**config.mk**
```make
export PLATFORM = sky130hd
export DESIGN_NAME = tagged_ring_queue_with_mark_by_id_flat
export DESIGN_NICKNAME = d
export VERILOG_FILES = /design/src/hdl/trqm_pkg.sv /design/src/hdl/trqm_if.sv /design/src/hdl/trqm_cell.sv /design/src/hdl/tagged_ring_queue_with_mark_by_id.sv /design/src/flat_wrapper.sv
export SDC_FILE = /design/constraint.sdc
export NUM_CORES = 2
export LEC_CHECK = 0
export BUFFER_PORTS_ARGS = -buffer_cell sky130_fd_sc_hd__buf_4
export CORE_ASPECT_RATIO = 1.25
export CORE_MARGIN = 4
export CORE_UTILIZATION = 35
export CTS_BUF_LIST = sky130_fd_sc_hd__clkbuf_8
export DETAILED_ROUTE_END_ITERATION = 16
export GPL_TIMING_DRIVEN = 0
export PLACE_DENSITY = 0.55
export SLEW_MARGIN = 30
export SYNTH_ARGS = -nofsm -noshare
export SYNTH_HDL_FRONTEND = slang
export SYNTH_HIERARCHICAL = 1
export SYNTH_SLANG_ARGS = --single-unit
```
**constraint.sdc**
```tcl
create_clock -name clk -period 10.3 [get_ports clk]
set_input_delay 2.575 -clock clk [delete_from_list [all_inputs] [get_ports clk]]
set_output_delay 2.575 -clock clk [all_outputs]
set_load 0.1 [all_outputs]
```
**src/hdl/trqm_pkg.sv**
```systemverilog
// ----------------------------------------------------------------------------
// trqm_pkg
// Shared opcodes, status codes and cell control type for the tagged ring queue.
// ----------------------------------------------------------------------------
package trqm_pkg;

    // Operation selector carried by each request beat.
    typedef enum logic [1:0] {
        OP_PUSH = 2'd0,
        OP_POP  = 2'd1,
        OP_MARK = 2'd2
    } opcode_t;

    // Status returned with each response beat.
    typedef enum logic [1:0] {
        ST_OK    = 2'd0,
        ST_EMPTY = 2'd1,
        ST_FULL  = 2'd2
    } status_t;

    // Commands broadcast from the control logic to every cell in the chain.
    typedef struct packed {
        logic push;
        logic pop;
        logic mark;
    } cell_ctl_t;

endpackage

```
**src/hdl/trqm_if.sv**
```systemverilog
// ----------------------------------------------------------------------------
// trqm request and response interfaces
// Valid/ready channels that carry the queue operations and their results.
// ----------------------------------------------------------------------------
interface trqm_req_if #(
    parameter int HANDLE_WIDTH = 32,
    parameter int OWNER_WIDTH  = 16
);
    logic                          valid;
    logic                          ready;
    logic [1:0]                    opcode;
    logic [HANDLE_WIDTH-1:0]       packet_handle;
    logic signed [OWNER_WIDTH-1:0] owner_id;
    logic                          remove_mark_in;

    modport source (
        output valid, opcode, packet_handle, owner_id, remove_mark_in,
        input  ready
    );

    modport sink (
        input  valid, opcode, packet_handle, owner_id, remove_mark_in,
        output ready
    );
endinterface

interface trqm_rsp_if #(
    parameter int HANDLE_WIDTH = 32,
    parameter int OWNER_WIDTH  = 16
);
    logic                          valid;
    logic                          ready;
    logic [1:0]                    status;
    logic [HANDLE_WIDTH-1:0]       out_handle;
    logic signed [OWNER_WIDTH-1:0] out_owner;
    logic                          out_remove_mark;

    modport source (
        output valid, status, out_handle, out_owner, out_remove_mark,
        input  ready
    );

    modport sink (
        input  valid, status, out_handle, out_owner, out_remove_mark,
        output ready
    );
endinterface

```
**src/hdl/trqm_cell.sv**
```systemverilog
// ----------------------------------------------------------------------------
// trqm_cell
// One queue entry of the cell chain: handle, owner, remove mark, occupied flag.
// ----------------------------------------------------------------------------
module trqm_cell #(
    parameter int HANDLE_WIDTH = 32,
    parameter int OWNER_WIDTH  = 16
) (
    input  logic                          clk,
    input  logic                          rst_n,
    input  trqm_pkg::cell_ctl_t           ctl,
    input  logic                          prev_occ,
    input  logic                          nxt_occ,
    input  logic [HANDLE_WIDTH-1:0]       nxt_handle,
    input  logic signed [OWNER_WIDTH-1:0] nxt_owner,
    input  logic                          nxt_mark,
    input  logic [HANDLE_WIDTH-1:0]       push_handle,
    input  logic signed [OWNER_WIDTH-1:0] push_owner,
    input  logic                          push_mark,
    input  logic signed [OWNER_WIDTH-1:0] key_owner,
    output logic                          occ,
    output logic [HANDLE_WIDTH-1:0]       handle,
    output logic signed [OWNER_WIDTH-1:0] owner,
    output logic                          mark
);
    import trqm_pkg::*;

    logic                          occ_reg;
    logic                          occ_next;
    logic [HANDLE_WIDTH-1:0]       handle_reg;
    logic [HANDLE_WIDTH-1:0]       handle_next;
    logic signed [OWNER_WIDTH-1:0] owner_reg;
    logic signed [OWNER_WIDTH-1:0] owner_next;
    logic                          mark_reg;
    logic                          mark_next;

    // A pop shifts every entry one cell toward the head. A push lands in the
    // first free cell, which is the free cell whose upstream neighbor is full.
    always_comb
    begin
        occ_next    = occ_reg;
        handle_next = handle_reg;
        owner_next  = owner_reg;
        mark_next   = mark_reg;
        if (ctl.pop)
        begin
            occ_next    = nxt_occ;
            handle_next = nxt_handle;
            owner_next  = nxt_owner;
            mark_next   = nxt_mark;
        end
        else if (ctl.push && !occ_reg && prev_occ)
        begin
            occ_next    = 1'b1;
            handle_next = push_handle;
            owner_next  = push_owner;
            mark_next   = push_mark;
        end
        else if (ctl.mark && occ_reg && (owner_reg == key_owner))
        begin
            mark_next = 1'b1;
        end
    end

    always_ff @(posedge clk or negedge rst_n)
    begin
        if (!rst_n)
        begin
            occ_reg <= 1'b0;
        end
        else
        begin
            occ_reg <= occ_next;
        end
    end

    always_ff @(posedge clk)
    begin
        handle_reg <= handle_next;
        owner_reg  <= owner_next;
        mark_reg   <= mark_next;
    end

    assign occ    = occ_reg;
    assign handle = handle_reg;
    assign owner  = owner_reg;
    assign mark   = mark_reg;

endmodule

```
**src/hdl/tagged_ring_queue_with_mark_by_id.sv**
```systemverilog
// ----------------------------------------------------------------------------
// tagged_ring_queue_with_mark_by_id
// Fixed-depth queue of tagged packet handles with pop, push and mark-by-owner.
// ----------------------------------------------------------------------------
//
//  Channel | Direction | Contents per beat
//  --------+-----------+---------------------------------------------------
//  req     | in        | opcode, packet_handle, owner_id, remove_mark_in
//  rsp     | out       | status, out_handle, out_owner, out_remove_mark
//
// Every request beat is answered by one response beat, which is presented
// in the cycle after acceptance from a single output register.
// The block takes one request beat per cycle as long as the response side
// keeps up; the single response register sets that figure, so a stalled
// response holds off the next request until it has been taken.
// Reset (rst_n low, asynchronous) empties the queue at once; entry contents
// are not cleared, because a free entry is never read.
//
// The queue is a chain of DEPTH identical cells with cell 0 at the head.
// Occupied cells always form a contiguous run starting at cell 0, so the
// queue is empty when cell 0 is free and full when the last cell is in use.
// A pop reads cell 0 and every cell loads its downstream neighbor in the
// same cycle. A push is written into the first free cell. A mark compares
// the owner key in every cell in parallel and sets the remove mark where it
// matches in an occupied cell; a free cell is never marked.
// An unused opcode is accepted and answered with an ok status.
// ----------------------------------------------------------------------------
module tagged_ring_queue_with_mark_by_id #(
    parameter int DEPTH        = 64,
    parameter int HANDLE_WIDTH = 32,
    parameter int OWNER_WIDTH  = 16
) (
    input  logic       clk,
    input  logic       rst_n,
    trqm_req_if.sink   req,
    trqm_rsp_if.source rsp
);
    import trqm_pkg::*;

    // Per-cell views of the chain.
    logic                          cell_occ    [DEPTH];
    logic [HANDLE_WIDTH-1:0]       cell_handle [DEPTH];
    logic signed [OWNER_WIDTH-1:0] cell_owner  [DEPTH];
    logic                          cell_mark   [DEPTH];
    logic [DEPTH-1:0]              occ_vec;

    cell_ctl_t ctl;
    logic      req_accept;
    logic      empty;
    logic      full;

    // Response register.
    logic                          rsp_valid_reg;
    logic                          rsp_valid_next;
    status_t                       status_reg;
    status_t                       status_next;
    logic [HANDLE_WIDTH-1:0]       out_handle_reg;
    logic [HANDLE_WIDTH-1:0]       out_handle_next;
    logic signed [OWNER_WIDTH-1:0] out_owner_reg;
    logic signed [OWNER_WIDTH-1:0] out_owner_next;
    logic                          out_mark_reg;
    logic                          out_mark_next;

    // A new request may enter whenever the response register is free or is
    // being emptied in this same cycle.
    assign req.ready  = !rsp_valid_reg || rsp.ready;
    assign req_accept = req.valid && req.ready;

    assign empty = !cell_occ[0];
    assign full  = cell_occ[DEPTH-1];

    // Decode the accepted beat into cell commands and the response contents.
    // Failed pops and pushes return the default payload: zero handle, owner
    // of all ones, clear remove mark.
    always_comb
    begin
        ctl             = '0;
        status_next     = ST_OK;
        out_handle_next = '0;
        out_owner_next  = '1;
        out_mark_next   = 1'b0;
        unique case (opcode_t'(req.opcode))
            OP_PUSH:
            begin
                if (full)
                begin
                    status_next = ST_FULL;
                end
                else
                begin
                    ctl.push = req_accept;
                end
            end
            OP_POP:
            begin
                if (empty)
                begin
                    status_next = ST_EMPTY;
                end
                else
                begin
                    ctl.pop         = req_accept;
                    out_handle_next = cell_handle[0];
                    out_owner_next  = cell_owner[0];
                    out_mark_next   = cell_mark[0];
                end
            end
            OP_MARK:
            begin
                ctl.mark = req_accept;
            end
            default:
            begin
                ctl = '0;
            end
        endcase
    end

    always_comb
    begin
        rsp_valid_next = rsp_valid_reg;
        if (req_accept)
        begin
            rsp_valid_next = 1'b1;
        end
        else if (rsp.ready)
        begin
            rsp_valid_next = 1'b0;
        end
    end

    always_ff @(posedge clk or negedge rst_n)
    begin
        if (!rst_n)
        begin
            rsp_valid_reg <= 1'b0;
        end
        else
        begin
            rsp_valid_reg <= rsp_valid_next;
        end
    end

    always_ff @(posedge clk)
    begin
        if (req_accept)
        begin
            status_reg     <= status_next;
            out_handle_reg <= out_handle_next;
            out_owner_reg  <= out_owner_next;
            out_mark_reg   <= out_mark_next;
        end
    end

    assign rsp.valid           = rsp_valid_reg;
    assign rsp.status          = status_reg;
    assign rsp.out_handle      = out_handle_reg;
    assign rsp.out_owner       = out_owner_reg;
    assign rsp.out_remove_mark = out_mark_reg;

    // The cell chain. Cell i takes its shift data from cell i+1; the last
    // cell shifts in an empty entry. Cell 0 always sees a full neighbor on
    // its upstream side so that a push into an empty queue lands there.
    for (genvar i = 0; i < DEPTH; i++)
    begin : g_cell
        logic                          prev_occ;
        logic                          nxt_occ;
        logic [HANDLE_WIDTH-1:0]       nxt_handle;
        logic signed [OWNER_WIDTH-1:0] nxt_owner;
        logic                          nxt_mark;

        if (i == 0)
        begin : g_head
            assign prev_occ = 1'b1;
        end
        else
        begin : g_body
            assign prev_occ = cell_occ[i-1];
        end

        if (i == DEPTH - 1)
        begin : g_tail
            assign nxt_occ    = 1'b0;
            assign nxt_handle = '0;
            assign nxt_owner  = '1;
            assign nxt_mark   = 1'b0;
        end
        else
        begin : g_link
            assign nxt_occ    = cell_occ[i+1];
            assign nxt_handle = cell_handle[i+1];
            assign nxt_owner  = cell_owner[i+1];
            assign nxt_mark   = cell_mark[i+1];
        end

        trqm_cell #(
            .HANDLE_WIDTH (HANDLE_WIDTH),
            .OWNER_WIDTH  (OWNER_WIDTH)
        ) u_cell (
            .clk         (clk),
            .rst_n       (rst_n),
            .ctl         (ctl),
            .prev_occ    (prev_occ),
            .nxt_occ     (nxt_occ),
            .nxt_handle  (nxt_handle),
            .nxt_owner   (nxt_owner),
            .nxt_mark    (nxt_mark),
            .push_handle (req.packet_handle),
            .push_owner  (req.owner_id),
            .push_mark   (req.remove_mark_in),
            .key_owner   (req.owner_id),
            .occ         (cell_occ[i]),
            .handle      (cell_handle[i]),
            .owner       (cell_owner[i]),
            .mark        (cell_mark[i])
        );

        assign occ_vec[i] = cell_occ[i];
    end

`ifndef NO_ASSERTIONS
    // Occupied cells must stay a contiguous run from the head.
    a_occ_contiguous: assert property (
        @(posedge clk) disable iff (!rst_n)
        ((occ_vec >> 1) & ~occ_vec) == '0
    ) else $error("occupied cells are not contiguous from the head");

    // A pop on an empty queue must be reported as such.
    a_pop_empty: assert property (
        @(posedge clk) disable iff (!rst_n)
        (req_accept && req.opcode == OP_POP && empty) |=> (status_reg == ST_EMPTY)
    ) else $error("pop on empty queue not flagged");

    // A push that is not dropped adds exactly one entry.
    a_push_grows: assert property (
        @(posedge clk) disable iff (!rst_n)
        (req_accept && req.opcode == OP_PUSH && !full)
            |=> ($countones(occ_vec) == $past($countones(occ_vec)) + 1)
    ) else $error("push did not add one entry");

    // A pop that succeeds removes exactly one entry.
    a_pop_shrinks: assert property (
        @(posedge clk) disable iff (!rst_n)
        (req_accept && req.opcode == OP_POP && !empty)
            |=> ($countones(occ_vec) + 1 == $past($countones(occ_vec)))
    ) else $error("pop did not remove one entry");

    // A failed operation returns the default payload.
    a_fail_default: assert property (
        @(posedge clk) disable iff (!rst_n)
        (rsp_valid_reg && status_reg != ST_OK)
            |-> (out_handle_reg == '0 && out_owner_reg == '1 && !out_mark_reg)
    ) else $error("failed operation returned a non-default payload");
`endif

endmodule
```
**src/flat_wrapper.sv**
```systemverilog
// flat-port wrapper written by rule: the top's interface ports become plain ports
module tagged_ring_queue_with_mark_by_id_flat import trqm_pkg::*;
#(
    parameter int DEPTH        = 64,
    parameter int HANDLE_WIDTH = 32,
    parameter int OWNER_WIDTH  = 16
)
  (clk, rst_n, req_valid, req_opcode, req_packet_handle, req_owner_id, req_remove_mark_in, req_ready, rsp_valid, rsp_status, rsp_out_handle, rsp_out_owner, rsp_out_remove_mark, rsp_ready);
  trqm_req_if #(.HANDLE_WIDTH(HANDLE_WIDTH), .OWNER_WIDTH(OWNER_WIDTH)) req_i ();
  trqm_rsp_if #(.HANDLE_WIDTH(HANDLE_WIDTH), .OWNER_WIDTH(OWNER_WIDTH)) rsp_i ();
  input  logic clk;
  input  logic rst_n;
  input wire logic [$bits(req_i.valid)-1:0] req_valid;
  input wire logic [$bits(req_i.opcode)-1:0] req_opcode;
  input wire logic [$bits(req_i.packet_handle)-1:0] req_packet_handle;
  input wire logic [$bits(req_i.owner_id)-1:0] req_owner_id;
  input wire logic [$bits(req_i.remove_mark_in)-1:0] req_remove_mark_in;
  output wire logic [$bits(req_i.ready)-1:0] req_ready;
  output wire logic [$bits(rsp_i.valid)-1:0] rsp_valid;
  output wire logic [$bits(rsp_i.status)-1:0] rsp_status;
  output wire logic [$bits(rsp_i.out_handle)-1:0] rsp_out_handle;
  output wire logic [$bits(rsp_i.out_owner)-1:0] rsp_out_owner;
  output wire logic [$bits(rsp_i.out_remove_mark)-1:0] rsp_out_remove_mark;
  input wire logic [$bits(rsp_i.ready)-1:0] rsp_ready;
  assign req_i.valid = req_valid;
  assign req_i.opcode = req_opcode;
  assign req_i.packet_handle = req_packet_handle;
  assign req_i.owner_id = req_owner_id;
  assign req_i.remove_mark_in = req_remove_mark_in;
  assign req_ready = req_i.ready;
  assign rsp_valid = rsp_i.valid;
  assign rsp_status = rsp_i.status;
  assign rsp_out_handle = rsp_i.out_handle;
  assign rsp_out_owner = rsp_i.out_owner;
  assign rsp_out_remove_mark = rsp_i.out_remove_mark;
  assign rsp_i.ready = rsp_ready;
  tagged_ring_queue_with_mark_by_id #(.DEPTH(DEPTH), .HANDLE_WIDTH(HANDLE_WIDTH), .OWNER_WIDTH(OWNER_WIDTH)) u_core (.clk(clk), .rst_n(rst_n), .req(req_i), .rsp(rsp_i));
endmodule
```
==> metrics.csv <==
stage;metric;value;unit
synthesis;Post-Synthesis Cells;8694;
clock_tree;Sink Count;3252;
synthesis;Avg Cell Area, Syn;17.11;µm²
synthesis;Seq cells post-synth;3252;
clock_tree;H-Tree Depth;6;
clock_tree;Clock transition at path regs;0.06;ns
timing;Final TNS setup;0;ns
run;max-cap viol count;0;
timing;Tmin final;5.773;ns
critical_path;critical path launch point type;input pin;
global_route;global-route wire length before repair;522300;µm
critical_path;CP max stage cell;buf_4;
synthesis;most common cell in the synthesized netlist;edfxtp_1;
synthesis;Synth warnings;6;
timing;RSZ-0062 raised after global routing;false;
drt;total iterations of the first detailed-routing run;7;
critical_path;CP required;7.73;ns
die;die area;435600;µm²
timing;final hold violations;0;
timing;Final Cycle Share;56.05;%
placement;DP Worst Slack;4.527;ns
clock_tree;cts repair resizes;0;
drt;antenna viol nets, final;0;
synthesis;Main synth FF type;edfxtp_1;
power_and_ir_drop;switching pwr;0.007744;W
drt;post-route DRC violation count;0;
timing;Slew Limit Fails;0;
synthesis;Post-synth EDFFs;3187;
timing;final worst slack;4.527;ns
placement;DP Wirelength;215700;µm
power_and_ir_drop;Cell Int Power;0.02274;W
synthesis;synth top area cells;edfxtp_1 64%, mux2_2 23%, xor2_1 5.7%;
clock_tree;CTS root buffer;clkbuf_8;
global_route;total gr overflow;0;
final_layout;layout net count;9633;
power_and_ir_drop;PwrDens;177.0;nW/µm²
final_layout;P&R area growth vs syn;15.78;%
drt;via count;76620;
clock_tree;Hold-fix buffers, CTS;0;
status;outcome;completed;
synthesis;synth cell count leaders;3187 x edfxtp_1, 3072 x mux2_2, 960 x xor2_1, 385 x buf_2;
drt;DR iter-0 viols;5208;
final_layout;Largest register FFs;2048;
die;# IOs;108;
critical_path;Worst Setup End Kind;output pin;
synthesis;count of cell types in the netlist;25;
clock_tree;total CTS buffers;556;
timing;Worst Tran Pin Value;0.9845;ns
timing;Max Fclk;173.2;MHz
placement;GP Congestion;0.7622;
die;Die X;591.1;µm
power_and_ir_drop;clock network fraction of total power;34.9;%
synthesis;Synth top area share;64.33;%
synthesis;Post-Syn Area;148800;µm²
die;Initial Utilization;35.15;%
synthesis;Yosys top cell by area;edfxtp_1;
global_route;initial antenna violation count;19;
clock_tree;clock latency on the worst-skew pair;1.20;ns
power_and_ir_drop;leak pwr;57.19;nW
power_and_ir_drop;combinational share of power;11.9;%
global_route;largest net degree at the start of global routing;65;
final_layout;Final Util;40.69;%
hold_path;Hold/Removal Path Class;reg2reg;
critical_path;kind of critical path;in2out;
clock_tree;CTS tree;done;
die;die height;736.9;µm
power_and_ir_drop;peak supply drop;141.6;µV
critical_path;crit-path cells;buf_4 > nand2b_1 > buf_4;
synthesis;ys async rst share;1.999;%
critical_path;Crit path arrival time;3.20;ns
clock_tree;deepest clock path buffer count;4;
power_and_ir_drop;sw frac;25.40;%
final_layout;fillers;38220;
die;core area;423300;µm²
critical_path;Top cell by count, worst path;buf_4;
critical_path;CP max FO;6;
timing;Worst Clk Skew;0.09690;ns
die;Rows;267;
drt;Post-Route WL;343600;µm
timing;final setup fails;0;
clock_tree;setup bufs post-CTS;0;
final_layout;layout cells sized above 1;45.47;%
synthesis;register area share after synthesis;65.42;%
power_and_ir_drop;sequential share of power;53.1;%
timing;Slew HR;34.37;%
placement;Port Buffers;107;
global_route;Total GRT Usage;15.40;%
global_route;number of global-route vias before repair;83350;
drt;via/cell ratio;4.891;
drt;routed len/inst;21.94;µm
critical_path;max incr delay on CP;0.34;ns
## power groups by stage
| stage | Clock, W | Sequential [W] | Combinational, W |
|---|---|---|---|
| 2_1_floorplan | 0 | 0.0164 | 0.00222 |
| 3_3_place_gp | 0 | 0.0165 | 0.00327 |
| 3_5_place_dp | 0 | 0.0165 | 0.00364 |
| 4_1_cts | 0.0111 | 0.0162 | 0.00368 |
| 5_1_grt | 0.0117 | 0.0163 | 0.00394 |
| 6_report | 0.0106 | 0.0162 | 0.00364 |
## cells in the final DEF, fill, tap and decap left out, types with 4 or more instances in the layout
master	instances
inv_8	8
clkbuf_8	577
nor4_2	64
xnor2_1	64
edfxtp_1	3187
dfrtp_1	64
xor2_1	960
a21oi_1	64
diode_2	6
clkinv_2	43
o21bai_4	64
buf_16	143
mux2i_1	64
o21bai_1	64
nand2b_1	18
nand4_1	64
clkinvlp_4	20
buf_4	58
mux2_2	3072
bufinv_16	8
buf_12	7
buf_2	385
clkinv_8	4
nor4_1	128
conb_1	51
nand2_1	128
nor3_1	65
inv_6	18
buf_6	35
nor2_1	64
clkinv_1	99
buf_8	38
and2_1	33
nand3_1	64
inv_1	274
## per-layer routing
layer	up-vias	GRT usage (%)	part of all wire, %
li1	35700	-	-
met1	38350	20.26	44
met2	1920	25.94	48
met3	649	2.436	4.5
met4	2	5.081	3.1
met5	-	0	0.082
## final cells by class
| cell class | count | area, µm² | area share, % |
|---|---|---|---|
| clock inverters | 411 | 2095 | 1.216 |
| plain buffers | 389 | 1972 | 1.145 |
| multi-input cells | 5038 | 50150 | 29.12 |
| flip-flops and latches | 3252 | 97330 | 56.51 |
| inverters | 64 | 240.2 | 0.1395 |
| diodes | 6 | 15.01 | 0.008717 |
| repair buffers | 277 | 5431 | 3.153 |
| clock buffers | 577 | 7941 | 4.611 |
| well taps | 5649 | 7068 | 4.103 |
## metrics by stage
stage | hold WS, ns | instance area [µm²] | cells | total power, W
6_report | 0.4877 | 172200 | 15660 | 0.03049
5_1_grt | 0.4993 | 172200 | 15660 | 0.03188
4_1_cts | 0.4721 | 172100 | 15650 | 0.03094
3_5_place_dp | 0.5107 | 162100 | 14670 | 0.02009
3_3_place_gp | 0.5112 | 156800 | 14500 | 0.01978
2_1_floorplan | 0.4967 | 149000 | 8743 | 0.01859
## worst paths after layout
check | slack (ns) | start | endpoint | depth (start not counted)
max reg2reg | 6.87 | u_core/g_cell[0].u_cell/occ$_DFFE_PN0P_ | u_core/g_cell[60].u_cell/mark$_DFFE_PP_ | 8
min | 0.49 | u_core/g_cell[11].u_cell/handle[27]$_DFFE_PP_ | u_core/g_cell[10].u_cell/handle[27]$_DFFE_PP_ | 1
max in group asynchronous | 8.17 | rst_n | u_core/g_cell[50].u_cell/occ$_DFFE_PN0P_ | 3
max | 4.53 | rsp_ready | req_ready | 3
min reg2reg | 0.49 | u_core/g_cell[11].u_cell/handle[27]$_DFFE_PP_ | u_core/g_cell[10].u_cell/handle[27]$_DFFE_PP_ | 1
min in group asynchronous | 1.26 | rst_n | u_core/g_cell[2].u_cell/occ$_DFFE_PN0P_ | 1
## logic make-up after synthesis
kind of cell | synth area share [%]
DFF | 65.42
muxes | 23.68
buffers and inverters | 1.487
other | 0.005048
AOI/OAI and AO/OA | 0.8612
and+or+nand+nor | 2.515
xor gates and xnor gates | 6.028
## worst max-delay path: cells and delay by family
kind,cells,cell delay (ns)
simple gates,1,0.21
buf+inv,2,0.41
Note: power is estimated with default switching activity, not from simulation.
